$ cat src/rtl/core/zone_valve_pump_sequencer_defines.svh
// ----------------------------------------------------------------------------
// zone_valve_pump_sequencer_defines
// Assertion macros shared by the zone valve and pump sequencer RTL.
// ----------------------------------------------------------------------------
`ifndef ZONE_VALVE_PUMP_SEQUENCER_DEFINES_SVH
`define ZONE_VALVE_PUMP_SEQUENCER_DEFINES_SVH

// Same-cycle implication, checked on the rising edge of clk outside reset.
`define ZVP_ASSERT_NOW(label, ante, cons) \
  label: assert property (@(posedge clk) disable iff (rst) (ante) |-> (cons)) \
    else $error("zvp same-cycle check failed");

// Next-cycle implication, checked on the rising edge of clk outside reset.
`define ZVP_ASSERT_NEXT(label, ante, cons) \
  label: assert property (@(posedge clk) disable iff (rst) (ante) |=> (cons)) \
    else $error("zvp next-cycle check failed");

`endif

$ cat src/rtl/core/zvp_pkg.sv
// ----------------------------------------------------------------------------
// zvp_pkg
// Types, widths and command codes of the zone valve and pump sequencer.
// ----------------------------------------------------------------------------
package zvp_pkg;

  localparam int CMD_W          = 3;
  localparam int ZONE_W         = 3;
  localparam int MASK_W         = 6;
  localparam int GRACE_W        = 24;
  localparam int ZONE_COUNT_DEF = 6;

  typedef enum logic [CMD_W-1:0] {
    CMD_TICK     = 3'd0,
    CMD_ZONE_ON  = 3'd1,
    CMD_ZONE_OFF = 3'd2,
    CMD_ZONE_NOW = 3'd3,
    CMD_PUMP_ON  = 3'd4,
    CMD_ALL_OFF  = 3'd5
  } cmd_e;

  typedef struct packed {
    logic [MASK_W-1:0] valve_drive;
    logic              pump_drive;
    logic              grace_pending;
    logic              any_zone_on;
  } status_t;

endpackage

$ cat src/rtl/core/zvp_if.sv
// ----------------------------------------------------------------------------
// zvp_if
// Valid/ready channels of the sequencer: commands, status and configuration.
// ----------------------------------------------------------------------------
interface zvp_cmd_if;
  import zvp_pkg::*;
  logic              valid;
  logic              ready;
  logic [CMD_W-1:0]  command;
  logic [ZONE_W-1:0] zone;
  modport source (output valid, command, zone, input ready);
  modport sink (input valid, command, zone, output ready);
endinterface

interface zvp_status_if;
  import zvp_pkg::*;
  logic              valid;
  logic              ready;
  logic [MASK_W-1:0] valve_drive;
  logic              pump_drive;
  logic              grace_pending;
  logic              any_zone_on;
  modport source (output valid, valve_drive, pump_drive, grace_pending, any_zone_on,
                  input ready);
  modport sink (input valid, valve_drive, pump_drive, grace_pending, any_zone_on,
                output ready);
endinterface

interface zvp_cfg_if;
  import zvp_pkg::*;
  logic               valid;
  logic               ready;
  logic [GRACE_W-1:0] grace_ticks;
  modport source (output valid, grace_ticks, input ready);
  modport sink (input valid, grace_ticks, output ready);
endinterface

$ cat src/rtl/core/zone_valve_pump_sequencer.sv
// ----------------------------------------------------------------------------
// zone_valve_pump_sequencer
// Drives zone valve relays and a shared pump from a stream of commands.
// ----------------------------------------------------------------------------
// Commands (tick, zone on, zone off, zone off now, pump on, all off) arrive
// on cmd_ch with a zone index. Every command yields one status transfer on
// status_ch: the valve mask, the pump relay, the grace flag and a flag for
// any open zone, all as they stand after that command.
// A command is taken into an input register; when it advances, the state is
// updated and the status is loaded into the output register, from which it
// transfers on status_ch. One command is taken every cycle while the
// receiver keeps up; the single state update per cycle sets that rate.
// When the receiver stalls, the status waits in the output register and one
// more command can sit in the input register; cmd_ch.ready drops only when
// both are full and the receiver is stalling.
// The cfg channel writes grace_ticks, the number of ticks the last valve and
// the pump stay on after the last zone is switched off; it is always ready.
// Reset (rst, synchronous) closes all valves, stops the pump, clears the
// grace timer and grace_ticks, and empties both registers.
// ----------------------------------------------------------------------------
module zone_valve_pump_sequencer #(
  parameter int ZONE_COUNT = zvp_pkg::ZONE_COUNT_DEF
) (
  input  logic         clk,
  input  logic         rst,
  zvp_cmd_if.sink      cmd_ch,
  zvp_status_if.source status_ch,
  zvp_cfg_if.sink      cfg
);
  import zvp_pkg::*;

  logic               s1_valid;
  logic [CMD_W-1:0]   s1_command;
  logic [ZONE_W-1:0]  s1_zone;
  logic               out_valid;
  status_t            out_status;
  status_t            status_next;
  logic [GRACE_W-1:0] grace_ticks;
  logic               advance;

  assign advance      = s1_valid && (!out_valid || status_ch.ready);
  assign cmd_ch.ready = !s1_valid || advance;
  assign cfg.ready    = 1'b1;

  always_ff @(posedge clk) begin
    if (rst) begin
      s1_valid <= 1'b0;
    end else if (cmd_ch.ready) begin
      s1_valid <= cmd_ch.valid;
    end
    if (cmd_ch.valid && cmd_ch.ready) begin
      s1_command <= cmd_ch.command;
      s1_zone    <= cmd_ch.zone;
    end
  end

  always_ff @(posedge clk) begin
    if (rst) begin
      grace_ticks <= '0;
    end else if (cfg.valid) begin
      grace_ticks <= cfg.grace_ticks;
    end
  end

  zvp_state #(
    .ZONE_COUNT(ZONE_COUNT)
  ) u_state (
    .clk        (clk),
    .rst        (rst),
    .step       (advance),
    .command    (cmd_e'(s1_command)),
    .zone       (s1_zone),
    .grace_ticks(grace_ticks),
    .status_next(status_next)
  );

  always_ff @(posedge clk) begin
    if (rst) begin
      out_valid <= 1'b0;
    end else if (advance) begin
      out_valid <= 1'b1;
    end else if (status_ch.ready) begin
      out_valid <= 1'b0;
    end
    if (advance) begin
      out_status <= status_next;
    end
  end

  assign status_ch.valid         = out_valid;
  assign status_ch.valve_drive   = out_status.valve_drive;
  assign status_ch.pump_drive    = out_status.pump_drive;
  assign status_ch.grace_pending = out_status.grace_pending;
  assign status_ch.any_zone_on   = out_status.any_zone_on;

endmodule

$ cat src/rtl/core/zvp_state.sv
// ----------------------------------------------------------------------------
// zvp_state
// Zone mask, pump flag and grace timer, updated by one command per step.
// ----------------------------------------------------------------------------
`include "zone_valve_pump_sequencer_defines.svh"

module zvp_state #(
  parameter int ZONE_COUNT = zvp_pkg::ZONE_COUNT_DEF
) (
  input  logic                        clk,
  input  logic                        rst,
  input  logic                        step,
  input  zvp_pkg::cmd_e               command,
  input  logic [zvp_pkg::ZONE_W-1:0]  zone,
  input  logic [zvp_pkg::GRACE_W-1:0] grace_ticks,
  output zvp_pkg::status_t            status_next
);
  import zvp_pkg::*;

  localparam int ZONE_LIMIT = (ZONE_COUNT < MASK_W) ? ZONE_COUNT : MASK_W;

  logic [MASK_W-1:0]  mask, mask_next;
  logic               pump, pump_next;
  logic               grace, grace_next;
  logic [ZONE_W-1:0]  grace_zone, grace_zone_next;
  logic [GRACE_W-1:0] remaining, remaining_next;

  logic               zone_ok;
  logic [MASK_W-1:0]  zone_bit;
  logic [MASK_W-1:0]  held_bit;
  logic [MASK_W-1:0]  held_clear;
  logic [GRACE_W-1:0] remaining_dec;
  logic               several_on;

  assign zone_ok       = 32'(zone) < ZONE_LIMIT;
  assign zone_bit      = MASK_W'(1) << zone;
  assign held_bit      = MASK_W'(1) << grace_zone;
  // Ending a grace period drops the valve that was being held open.
  assign held_clear    = grace ? ~held_bit : '1;
  assign remaining_dec = (remaining != '0) ? remaining - GRACE_W'(1) : '0;
  assign several_on    = (mask & (mask - MASK_W'(1))) != '0;

  always_comb begin
    mask_next       = mask;
    pump_next       = pump;
    grace_next      = grace;
    grace_zone_next = grace_zone;
    remaining_next  = remaining;
    case (command)
      CMD_TICK: begin
        if (grace) begin
          remaining_next = remaining_dec;
          if (remaining_dec == '0) begin
            mask_next  = mask & ~held_bit;
            grace_next = 1'b0;
            pump_next  = 1'b0;
          end
        end
      end
      CMD_ZONE_ON: begin
        if (zone_ok) begin
          if (grace && grace_zone == zone) begin
            grace_next     = 1'b0;
            remaining_next = '0;
          end else if ((mask & zone_bit) == '0) begin
            mask_next      = (mask & held_clear) | zone_bit;
            grace_next     = 1'b0;
            remaining_next = '0;
            pump_next      = 1'b1;
          end
        end
      end
      CMD_ZONE_OFF: begin
        if (zone_ok && (mask & zone_bit) != '0) begin
          if (several_on) begin
            mask_next = mask & ~zone_bit;
          end else begin
            grace_next      = 1'b1;
            grace_zone_next = zone;
            remaining_next  = grace_ticks;
          end
        end
      end
      CMD_ZONE_NOW: begin
        if (zone_ok && (mask & zone_bit) != '0) begin
          mask_next      = mask & ~zone_bit & held_clear;
          grace_next     = 1'b0;
          remaining_next = '0;
          if ((mask & ~zone_bit & held_clear) == '0) begin
            pump_next = 1'b0;
          end
        end
      end
      CMD_PUMP_ON: begin
        pump_next = 1'b1;
      end
      CMD_ALL_OFF: begin
        mask_next      = '0;
        grace_next     = 1'b0;
        remaining_next = '0;
        pump_next      = 1'b0;
      end
      default: begin
      end
    endcase
  end

  assign status_next.valve_drive   = mask_next;
  assign status_next.pump_drive    = pump_next;
  assign status_next.grace_pending = grace_next;
  assign status_next.any_zone_on   = mask_next != '0;

  always_ff @(posedge clk) begin
    if (rst) begin
      mask       <= '0;
      pump       <= 1'b0;
      grace      <= 1'b0;
      grace_zone <= '0;
      remaining  <= '0;
    end else if (step) begin
      mask       <= mask_next;
      pump       <= pump_next;
      grace      <= grace_next;
      grace_zone <= grace_zone_next;
      remaining  <= remaining_next;
    end
  end

  // While a grace period runs, only the held zone is open.
  `ZVP_ASSERT_NOW(a_grace_one_zone, grace, $onehot(mask) && mask == held_bit)
  `ZVP_ASSERT_NOW(a_zone_needs_pump, mask != '0, pump)
  `ZVP_ASSERT_NOW(a_grace_needs_pump, grace, pump)
  `ZVP_ASSERT_NEXT(a_pump_on_cmd, step && command == CMD_PUMP_ON, pump)

endmodule

$ cat src/flat_wrapper.sv
// flat-port wrapper written by rule: the top's interface ports become plain ports
module zone_valve_pump_sequencer_flat import zvp_pkg::*;
#(
  parameter int ZONE_COUNT = zvp_pkg::ZONE_COUNT_DEF
)
  (clk, rst, cmd_ch_valid, cmd_ch_command, cmd_ch_zone, cmd_ch_ready, status_ch_valid, status_ch_valve_drive, status_ch_pump_drive, status_ch_grace_pending, status_ch_any_zone_on, status_ch_ready, cfg_valid, cfg_grace_ticks, cfg_ready);
  zvp_cmd_if cmd_ch_i ();
  zvp_status_if status_ch_i ();
  zvp_cfg_if cfg_i ();
  input  logic clk;
  input  logic rst;
  input wire logic [$bits(cmd_ch_i.valid)-1:0] cmd_ch_valid;
  input wire logic [$bits(cmd_ch_i.command)-1:0] cmd_ch_command;
  input wire logic [$bits(cmd_ch_i.zone)-1:0] cmd_ch_zone;
  output wire logic [$bits(cmd_ch_i.ready)-1:0] cmd_ch_ready;
  output wire logic [$bits(status_ch_i.valid)-1:0] status_ch_valid;
  output wire logic [$bits(status_ch_i.valve_drive)-1:0] status_ch_valve_drive;
  output wire logic [$bits(status_ch_i.pump_drive)-1:0] status_ch_pump_drive;
  output wire logic [$bits(status_ch_i.grace_pending)-1:0] status_ch_grace_pending;
  output wire logic [$bits(status_ch_i.any_zone_on)-1:0] status_ch_any_zone_on;
  input wire logic [$bits(status_ch_i.ready)-1:0] status_ch_ready;
  input wire logic [$bits(cfg_i.valid)-1:0] cfg_valid;
  input wire logic [$bits(cfg_i.grace_ticks)-1:0] cfg_grace_ticks;
  output wire logic [$bits(cfg_i.ready)-1:0] cfg_ready;
  assign cmd_ch_i.valid = cmd_ch_valid;
  assign cmd_ch_i.command = cmd_ch_command;
  assign cmd_ch_i.zone = cmd_ch_zone;
  assign cmd_ch_ready = cmd_ch_i.ready;
  assign status_ch_valid = status_ch_i.valid;
  assign status_ch_valve_drive = status_ch_i.valve_drive;
  assign status_ch_pump_drive = status_ch_i.pump_drive;
  assign status_ch_grace_pending = status_ch_i.grace_pending;
  assign status_ch_any_zone_on = status_ch_i.any_zone_on;
  assign status_ch_i.ready = status_ch_ready;
  assign cfg_i.valid = cfg_valid;
  assign cfg_i.grace_ticks = cfg_grace_ticks;
  assign cfg_ready = cfg_i.ready;
  zone_valve_pump_sequencer #(.ZONE_COUNT(ZONE_COUNT)) u_core (.clk(clk), .rst(rst), .cmd_ch(cmd_ch_i), .status_ch(status_ch_i), .cfg(cfg_i));
endmodule
$ cat config.mk
export PLATFORM = sky130hd
export DESIGN_NAME = zone_valve_pump_sequencer_flat
export DESIGN_NICKNAME = d
export VERILOG_FILES = /design/src/rtl/core/zvp_pkg.sv /design/src/rtl/core/zvp_if.sv /design/src/rtl/core/zone_valve_pump_sequencer.sv /design/src/rtl/core/zvp_state.sv /design/src/flat_wrapper.sv
export VERILOG_INCLUDE_DIRS = /design/src /design/src/rtl/core
export SDC_FILE = /design/constraint.sdc
export NUM_CORES = 1
export LEC_CHECK = 0
export BUFFER_PORTS_ARGS = -buffer_cell sky130_fd_sc_hd__buf_2
export CAP_MARGIN = 15
export CORE_ASPECT_RATIO = 0.5
export CORE_UTILIZATION = 42
export CTS_CLUSTER_DIAMETER = 150
export CTS_CLUSTER_SIZE = 30
export DETAILED_ROUTE_END_ITERATION = 8
export PLACE_DENSITY = 0.72
export SYNTH_ARGS = -nofsm -noshare
export SYNTH_HDL_FRONTEND = slang
export SYNTH_SLANG_ARGS = --single-unit
export TNS_END_PERCENT = 1
$ cat constraint.sdc
create_clock -name clk -period 3.1 [get_ports clk]
set_input_delay 0.155 -clock clk [delete_from_list [all_inputs] [get_ports clk]]
set_output_delay 0.155 -clock clk [all_outputs]
set_load 0.1 [all_outputs]
==> results of run 1 <==
## power by group through the flow
stage	Clock [mW]	Sequential, mW	Combinational, mW
2_1_floorplan	0	1.13	0.377
3_3_place_gp	0	1.10	0.567
3_5_place_dp	0	1.10	0.572
4_1_cts	1.11	1.08	0.585
5_1_grt	1.15	1.09	0.679
6_report	1.10	1.08	0.623
## worst paths after layout
| path | from | to | slack [ns] | cells after the start |
|---|---|---|---|---|
| worst min register to register | u_core.grace_ticks[19] | u_core.grace_ticks[19] | 0.50 | 2 |
| worst max register to register | u_core.u_state.remaining[1] | u_core.status_ch.any_zone_on | 0.09 | 11 |
| worst min-delay path | cmd_ch_valid | u_core.s1_valid | 0.03 | 3 |
| worst max-delay path | u_core.u_state.remaining[1] | u_core.status_ch.any_zone_on | 0.09 | 11 |
## kinds of logic after synthesis
kind of cell             count (synthesis)  synth area share
AO/OA/AOI/OAI                          144            0.2287
buffers and inverters                   54           0.04770
AND/OR/NAND/NOR                        219            0.2472
flip-flops                              76            0.3749
other                                    1         0.0008409
XOR/XNOR                                13           0.02553
multiplexers                            31           0.07015
adder cells (fa/ha/maj)                  2          0.005050
## metal layers
metal,track usage,routed length [um]
met1,0.3035,5652
met2,0.3690,5567
met3,0.05030,846
met4,0.1077,336
met5,0,0
## Yosys cell counts, types with 4 or more instances
master,number,area [um2]
a211oi_1,6,45.04
a21bo_2,4,40.04
a21o_1,4,30.03
a21oi_1,34,170.2
a221oi_1,5,43.79
a2bb2oi_1,5,43.79
a311oi_1,4,35.03
a31oi_1,4,25.02
buf_2,4,20.02
clkbuf_1,33,123.9
dfxtp_1,61,1221
edfxtp_1,15,450.4
inv_1,14,52.55
mux2i_1,29,290.3
nand2_1,35,131.4
nand2b_1,5,31.28
nand3_1,13,65.06
nand3b_1,5,37.54
nand4_1,10,62.56
nor2_1,87,326.6
nor3_1,18,90.09
nor4_1,8,50.05
o211ai_1,5,37.54
o21ai_0,25,125.1
o22ai_1,6,37.54
o31ai_1,5,37.54
o32ai_1,8,70.07
or4_1,4,30.03
xnor2_1,4,35.03
xor2_1,9,78.83
## cell type report
cell class | count | area [um2] | area share
well taps | 140 | 175.2 | 0.03215
inverters | 14 | 52.55 | 0.009646
multi-input cells | 410 | 2658 | 0.4878
flip-flops and latches | 76 | 1672 | 0.3068
clock buffers | 11 | 254.0 | 0.04662
repair buffers | 90 | 578.1 | 0.1061
clock inverters | 5 | 58.81 | 0.01079
## state kept, by name, summed over array words and instances, names as in the netlist
signal and cells:
u_core.u_state.grace_zone 3, u_core.status_ch.valve_drive 6, u_core.status_ch.valid 1, u_core.u_state.remaining 24, u_core.u_state.pump 1, u_core.s1_command 3
u_core.status_ch.pump_drive 1, u_core.status_ch.grace_pending 1, u_core.grace_ticks 24, u_core.status_ch.any_zone_on 1, u_core.s1_zone 3, u_core.u_state.grace 1
u_core.u_state.mask 6, u_core.s1_valid 1
## metrics by stage
stage	setup TNS, ns	utilization
after global placement	0	0.4869
after floorplan	0	-
final	0	0.5316
after global routing	0	0.5316
after detailed placement	-0.2050	0.4869
after CTS	0	0.5234
## tightest hold or removal path, cell delays in order
cell and delay [ns]:
buf_2 0.08, a21oi_1 0.03, nor2_1 0.07
## what timing repair did
item / in CTS / in global routing
pin swaps: 0 / 4
setup buffers: 0 / 3
setup endpoints to repair: 7 / 19
hold buffers: 6 / 0
resized for setup: 1 / 10
hold endpoints to repair: 6 / 0
==> results.sh, run 1 <==
export IMPL_internal_power_mw=1.973
export IMPL_dieHeight_um=74.86
export IMPL_h_tree_depth=3
export IMPL_max_slew_margin_rel=0.4893
export IMPL_io_buffers=45
export IMPL_finalNonFillerCells=746
export IMPL_power_density_nw_per_um2=515.8
export IMPL_drtAntennaViolNets=0
export IMPL_swShare=0.2978
export IMPL_vias_per_cell=5.828
export IMPL_slowest_delay_ns=0.51
export IMPL_vias=4348
export IMPL_drt_initial_drc_count=415
export IMPL_async_flop_share=0
export IMPL_max_freq_ghz=0.3324
export IMPL_rows=26
export IMPL_place_ws_ns=-0.04182
export IMPL_drive_above_1_share=0.2261
export IMPL_yosysWarnings=0
export IMPL_insertion_delay_ns=0.35
export IMPL_pwr_share_clk=0.392
export IMPL_final_area_um2=5448
export IMPL_p_sw_mw=0.8368
export IMPL_route_detailed_drc=0
export IMPL_clock_sinks=76
export IMPL_leakage_nw=2.157
export IMPL_period_minus_slack_ns=3.009
export IMPL_die_w_um=147.7
export IMPL_yosysSeqAreaShare=0.3749
export IMPL_grt_antenna_before_repair=0
export IMPL_hold_viol_final=0
export IMPL_ioPinCount=47
export IMPL_wl_mm=12.40
export IMPL_holdCritPathClass="in2reg"
export IMPL_netlist_area_um2=4459
export IMPL_grt_util_all_layers=0.2306
export IMPL_cp_common_cell="buf_4"
export IMPL_status="complete, no violations"
export IMPL_cts_tree="done"
export IMPL_synthesis_nets=576
export IMPL_fin_hold_ws_ns=0.02961
export IMPL_syn_area_per_cell_um2=8.258
export IMPL_yosys_register_bits=76
export IMPL_dpl_hpwl_mm=8.291
export IMPL_crit_buf_inv=3
export IMPL_fin_nets=637
export IMPL_maxCapViolations=0
export IMPL_synth_flop_cell="dfxtp_1"
export IMPL_dp_cells=721
export IMPL_max_slew_worst_pin_slew_ns=0.7660
export IMPL_required_ns=3.20
export IMPL_rsz0062_at_grt="false"
export IMPL_clockBufferDepth=2
export IMPL_syn_instance_count=540
export IMPL_place_area_um2=4990
export IMPL_grt_pass1_wl_mm=19.95
export IMPL_finalMaxSlewViolations=0
export IMPL_clk_pin_slew_ns=0.06
export IMPL_path_class="reg2reg"
export IMPL_arrival_ns=3.11
export IMPL_period_share=0.9706
export IMPL_ys_types=76
export IMPL_initial_core_util=0.4352
export IMPL_critPathTopFamily="simple AND/OR/NAND/NOR gates"
export IMPL_cp_cell_sequence="inv_1 -> ha_1 -> or3b_2 -> buf_4 -> nor4_1 -> buf_4 -> nand4b_1 -> a21oi_2 -> o22ai_1 -> or4b_1 -> a21o_1"
export IMPL_grt_max_degree=40
export IMPL_combPwrFrac=0.222
export IMPL_cp_max_fo=4
export IMPL_cts_buffers=9
export IMPL_antenna_cells=0
export IMPL_setup_viol=0
export IMPL_wl_per_cell_um=16.63
export IMPL_core_area_um2=10250
export IMPL_critPathSlowestCell="or4b_1"
export IMPL_grt_pass1_vias=3949
export IMPL_endpoint_kind="flop"
export IMPL_gp_congestion=0.9197
export IMPL_final_cell_mix="87 x nor2_1, 61 x dfxtp_1, 45 x buf_2, 39 x buf_4, 35 x nand2_1"
export IMPL_seq_power_share=0.386
export IMPL_cp_start_kind="flop"
export IMPL_finalClockSkew_ns=0.006805
export IMPL_dieArea_um2=11060
export IMPL_cts_root_buf="clkbuf_16"
export IMPL_setup_ws_ns=0.09115
export IMPL_first_pass_iters=8
export IMPL_area_growth_pct=22.17
export IMPL_power_total_mw=2.810
export IMPL_ir_drop_uv=260.6
export IMPL_synth_edf_count=15
export IMPL_layout_commonest_cell="nor2_1"
export IMPL_nFillCells=943
export IMPL_gr_total_overflow=0
Note: power is estimated with default switching activity, not from simulation.
==> run 2, diff against run 1 <==
--- a/config.mk
+++ b/config.mk
@@ -13,7 +13,9 @@
 export CTS_CLUSTER_DIAMETER = 150
 export CTS_CLUSTER_SIZE = 30
 export DETAILED_ROUTE_END_ITERATION = 8
-export PLACE_DENSITY = 0.72
+export GPL_TIMING_DRIVEN = 0
+export MAX_ROUTING_LAYER = met4
+export PLACE_DENSITY = 0.69
 export SYNTH_ARGS = -nofsm -noshare
 export SYNTH_HDL_FRONTEND = slang
 export SYNTH_SLANG_ARGS = --single-unit
==> constraint.sdc (replaced) <==
create_clock -name clk -period 3.9 [get_ports clk]
set_input_delay 0.195 -clock clk [delete_from_list [all_inputs] [get_ports clk]]
set_output_delay 0.195 -clock clk [all_outputs]
set_load 0.1 [all_outputs]
==> results.sh, run 2 (synthesis results as in run 1) <==
export IMPL_max_slew_worst_pin_slew_ns=1.031
export IMPL_swShare=0.2997
export IMPL_clock_sinks=76
export IMPL_ioPinCount=47
export IMPL_h_tree_depth=3
export IMPL_holdCritPathClass="in2reg"
export IMPL_power_density_nw_per_um2=413.7
export IMPL_cts_hold_buf=0
export IMPL_path_class="reg2reg"
export IMPL_rsz0062_at_grt="false"
export IMPL_insertion_delay_ns=0.35
export IMPL_gp_congestion=0.9288
export IMPL_post_cts_buffers=0
export IMPL_cp_start_kind="flop"
export IMPL_io_buffers=43
export IMPL_grt_util_all_layers=0.2336
export IMPL_initial_core_util=0.4352
export IMPL_cts_tree="done"
export IMPL_pwr_share_clk=0.395
export IMPL_max_slew_margin_rel=0.3125
export IMPL_grt_pass1_wl_mm=19.29
export IMPL_p_sw_mw=0.6420
export IMPL_fin_nets=630
export IMPL_route_detailed_drc=0
export IMPL_finalClockSkew_ns=0.009395
export IMPL_leakage_nw=1.984
export IMPL_gr_total_overflow=0
export IMPL_fin_hold_ws_ns=0.02920
export IMPL_grt_max_degree=15
export IMPL_drive_above_1_share=0.1603
export IMPL_drtAntennaViolNets=0
export IMPL_grt_pass1_vias=3796
export IMPL_status="complete, no violations"
export IMPL_cts_root_buf="clkbuf_16"
export IMPL_top_regs="u_core.grace_ticks: 24 flops, u_core.u_state.remaining: 24 flops"
export IMPL_grt_antenna_before_repair=0
export IMPL_arrival_ns=3.76
export IMPL_vias=4384
export IMPL_final_cell_mix="87 x nor2_1, 61 x dfxtp_1, 47 x buf_2, 35 x nand2_1, 34 x a21oi_1"
export IMPL_finalMaxSlewViolations=0
export IMPL_dieArea_um2=11060
export IMPL_internal_power_mw=1.500
export IMPL_vias_per_cell=5.932
export IMPL_dpl_hpwl_mm=8.562
export IMPL_seq_power_share=0.399
export IMPL_endpoint_kind="flop"
export IMPL_combPwrFrac=0.207
export IMPL_clockBufferDepth=2
export IMPL_wl_per_cell_um=16.31
export IMPL_clk_pin_slew_ns=0.06
export IMPL_fin_tns_setup_ns=0
export IMPL_required_ns=4.00
export IMPL_ir_drop_uv=183.6
export IMPL_drt_initial_drc_count=374
export IMPL_setup_viol=0
export IMPL_maxCapViolations=0
export IMPL_cp_max_fo=5
export IMPL_die_w_um=147.7
export IMPL_rows=26
export IMPL_dieHeight_um=74.86
export IMPL_core_area_um2=10250
export IMPL_wl_mm=12.06
export IMPL_area_growth_pct=16.11
export IMPL_first_pass_iters=6
export IMPL_antenna_cells=0
export IMPL_max_freq_ghz=0.2730
export IMPL_cts_resized=0
export IMPL_period_share=0.9391
export IMPL_hold_viol_final=0
export IMPL_period_minus_slack_ns=3.663
export IMPL_cts_buffers=9
export IMPL_layout_commonest_cell="nor2_1"
==> run 2: changes by cell type in the layout (fill, tap and decap cells not counted), moves of 2 or more <==
cell           change
buf_2              +2
a21oi_1            +2
clkbuf_1          +32
a21oi_2            -2
buf_4             -38
dlygate4sd3_1      -6
==> run 2: power groups by stage <==
stage | Combinational [mW] | Sequential, mW | Clock, mW
5_1_grt | 0.485 | 0.857 | 0.893
4_1_cts | 0.432 | 0.853 | 0.859
6_report | 0.442 | 0.854 | 0.845
3_3_place_gp | 0.426 | 0.869 | 0
2_1_floorplan | 0.298 | 0.897 | 0
3_5_place_dp | 0.431 | 0.870 | 0
==> run 2: layer usage <==
metal / routed length (um) / track usage / vias up
li1: - / - / 2118
met1: 5531 / 0.3016 / 2065
met2: 5410 / 0.3590 / 177
met3: 850 / 0.05212 / 24
met4: 263 / 0.09278 / 0
met5: 0 / - / -
==> run 2: worst paths after layout <==
path                                             startpoint                               to  slack, ns  depth (start not counted)
worst min-delay path                      cmd_ch_command[2]             u_core.s1_command[2]       0.03                          1
worst min register to register       u_core.grace_ticks[22]           u_core.grace_ticks[22]       0.49                          2
worst max register to register  u_core.u_state.remaining[0]  u_core.status_ch.valve_drive[3]       0.24                         10
worst max-delay path            u_core.u_state.remaining[0]  u_core.status_ch.valve_drive[3]       0.24                         10
==> run 2: critical path, cell delays in order (launching register included) <==
cell       delay [ns]
dfxtp_1          0.36
inv_1            0.12
ha_1             0.26
or3b_2           0.55
nor2_1           0.29
a21oi_1          0.11
a2111oi_0        0.45
o2111ai_2        0.33
a221oi_2         0.50
o21ai_2          0.17
a21bo_2          0.27
==> run 2: metrics by stage <==
| step | area, um2 | power [mW] | std cells | worst slack [ns] | util |
|---|---|---|---|---|---|
| floorplan | 4459 | 1.195 | 540 | 0.7849 | - |
| global route | 5177 | 2.235 | 739 | 0.1091 | 0.5053 |
| detailed placement | 4850 | 1.301 | 723 | 0.1439 | 0.4733 |
| finish | 5177 | 2.142 | 739 | 0.2375 | 0.5053 |
| global placement | 4850 | 1.296 | 723 | 0.1479 | 0.4733 |
| CTS | 5151 | 2.145 | 739 | 0.1082 | 0.5027 |
==> run 2: final cells by class <==
class | instances | area, um2
sequential | 76 | 1672
multi-input combinational | 410 | 2601
buffer | 40 | 160.2
tap | 140 | 175.2
fill | 1000 | 5070
clock inverter | 6 | 62.56
timing repair buffer | 43 | 215.2
clock buffer | 10 | 239.0
inverter | 14 | 52.55
==> run 3, diff against run 2 <==
--- a/config.mk
+++ b/config.mk
@@ -9,13 +9,14 @@
 export BUFFER_PORTS_ARGS = -buffer_cell sky130_fd_sc_hd__buf_2
 export CAP_MARGIN = 15
 export CORE_ASPECT_RATIO = 0.5
+export CORE_MARGIN = 2
 export CORE_UTILIZATION = 42
 export CTS_CLUSTER_DIAMETER = 150
 export CTS_CLUSTER_SIZE = 30
 export DETAILED_ROUTE_END_ITERATION = 8
 export GPL_TIMING_DRIVEN = 0
 export MAX_ROUTING_LAYER = met4
-export PLACE_DENSITY = 0.69
+export PLACE_DENSITY = 0.57
 export SYNTH_ARGS = -nofsm -noshare
 export SYNTH_HDL_FRONTEND = slang
 export SYNTH_SLANG_ARGS = --single-unit
==> results.sh, run 3 (synthesis results as in run 1) <==
export IMPL_vias_per_cell=5.798
export IMPL_holdCritPathClass="in2reg"
export IMPL_gp_congestion=0.8774
export IMPL_cp_start_kind="flop"
export IMPL_grt_util_all_layers=0.2383
export IMPL_die_w_um=149.7
export IMPL_endpoint_kind="flop"
export IMPL_fin_hold_ws_ns=0.02546
export IMPL_cts_tree="done"
export IMPL_clockBufferDepth=2
export IMPL_gr_total_overflow=0
export IMPL_top_regs="u_core.grace_ticks: 24 flops, u_core.u_state.remaining: 24 flops"
export IMPL_vias=4285
export IMPL_crit_buf_inv=1
export IMPL_initial_core_util=0.4338
export IMPL_h_tree_depth=3
export IMPL_layout_commonest_cell="nor2_1"
export IMPL_fin_nets=630
export IMPL_cp_max_fo=5
export IMPL_cts_hold_buf=0
export IMPL_dpl_hpwl_mm=9.163
export IMPL_power_total_mw=2.071
export IMPL_grt_pass1_wl_mm=20.89
export IMPL_core_area_um2=10280
export IMPL_fin_tns_setup_ns=0
export IMPL_critPathSlowestCell="or3b_2"
export IMPL_max_slew_worst_pin_slew_ns=1.074
export IMPL_first_pass_iters=5
export IMPL_finalClockSkew_ns=0.01002
export IMPL_area_growth_pct=15.52
export IMPL_grt_antenna_before_repair=0
export IMPL_grt_max_degree=15
export IMPL_path_class="reg2reg"
export IMPL_final_area_um2=5151
export IMPL_period_share=0.9201
export IMPL_status="complete, no violations"
export IMPL_grt_pass1_vias=4037
export IMPL_cts_root_buf="clkbuf_16"
export IMPL_io_buffers=43
export IMPL_rows=26
export IMPL_wl_mm=12.75
export IMPL_clock_sinks=76
export IMPL_maxCapViolations=0
export IMPL_arrival_ns=3.69
export IMPL_max_slew_margin_rel=0.2839
export IMPL_clk_pin_slew_ns=0.06
export IMPL_antenna_cells=0
export IMPL_dieArea_um2=11510
export IMPL_power_density_nw_per_um2=402.0
export IMPL_finalMaxSlewViolations=0
export IMPL_hold_viol_final=0
export IMPL_leakage_nw=1.964
export IMPL_final_cell_mix="87 x nor2_1, 61 x dfxtp_1, 47 x buf_2, 35 x nand2_1"
export IMPL_hp_start="cmd_ch_command[2]"
export IMPL_drtAntennaViolNets=0
export IMPL_rsz0062_at_grt="false"
export IMPL_r2r_start="u_core.u_state.remaining[0]"
export IMPL_cp_cell_sequence="inv_1 -> ha_1 -> or3b_2 -> nor2_1 -> a21oi_1 -> a2111oi_0 -> o2111ai_2 -> a221oi_2 -> o21ai_2 -> a21bo_2"
export IMPL_ioPinCount=47
export IMPL_period_minus_slack_ns=3.588
export IMPL_drt_initial_drc_count=315
export IMPL_insertion_delay_ns=0.35
export IMPL_drive_above_1_share=0.1586
export IMPL_final_util=0.5011
export IMPL_place_area_um2=4850
export IMPL_route_detailed_drc=0
export IMPL_required_ns=4.00
export IMPL_dieHeight_um=76.86
export IMPL_slowest_delay_ns=0.54
export IMPL_startpoint="u_core.u_state.remaining[0]"
export IMPL_cts_buffers=9
export IMPL_ir_drop_uv=215.4
export IMPL_max_freq_ghz=0.2787
export IMPL_critPathTopFamily="compound AO/OA/AOI/OAI gates"
export IMPL_wl_per_cell_um=17.25
export IMPL_setup_viol=0
==> run 3: per-stage QoR <==
step	instances	worst slack, ns
floorplan	540	0.7849
global placement	723	0.06243
detailed placement	723	0.1365
CTS	739	0.1187
global route	739	0.01252
finish	739	0.3116
==> run 3: final cells by class <==
class / instances / area, um2
inverters: 14 / 52.55
repair buffers: 43 / 215.2
plain buffers: 40 / 160.2
multi-input cells: 410 / 2606
flip-flops and latches: 76 / 1672
clock buffers: 10 / 229.0
well taps: 140 / 175.2
fillers: 1056 / 5129
clock inverters: 6 / 41.29
==> run 3: per-layer routing <==
layer | share of wire | global-route usage | vias up | routed length [um]
met2 | 0.44 | 0.3734 | 104 | 5611
met4 | 0.015 | 0.06604 | 0 | 190
li1 | - | - | 2113 | -
met3 | 0.044 | 0.04762 | 18 | 559
met5 | 0 | - | - | 0
met1 | 0.50 | 0.3150 | 2050 | 6386
==> run 3: power by group <==
part	total [mW]	switching [mW]	leakage, nW	internal, mW
registers	0.855	0.0217	0.643	0.833
logic	0.445	0.289	1.20	0.156
clock network	0.771	0.341	0.126	0.430
total	2.07	0.652	1.96	1.42
==> run 3: what timing repair did <==
| action | in CTS | in global routing |
|---|---|---|
| setup buffers | 0 | 0 |
| setup endpoints to repair | 0 | 23 |
| gates resized for setup | 0 | 5 |
| hold endpoints to repair | 0 | 0 |
==> run 3: final timing paths <==
check / endpoint / slack [ns] / cells past startpoint
hold reg to reg: u_core.u_state.remaining[18] / 0.49 / 2
setup / recovery: u_core.status_ch.valve_drive[1] / 0.31 / 10
setup reg to reg: u_core.status_ch.valve_drive[1] / 0.31 / 10
hold / removal: u_core.s1_command[2] / 0.03 / 1
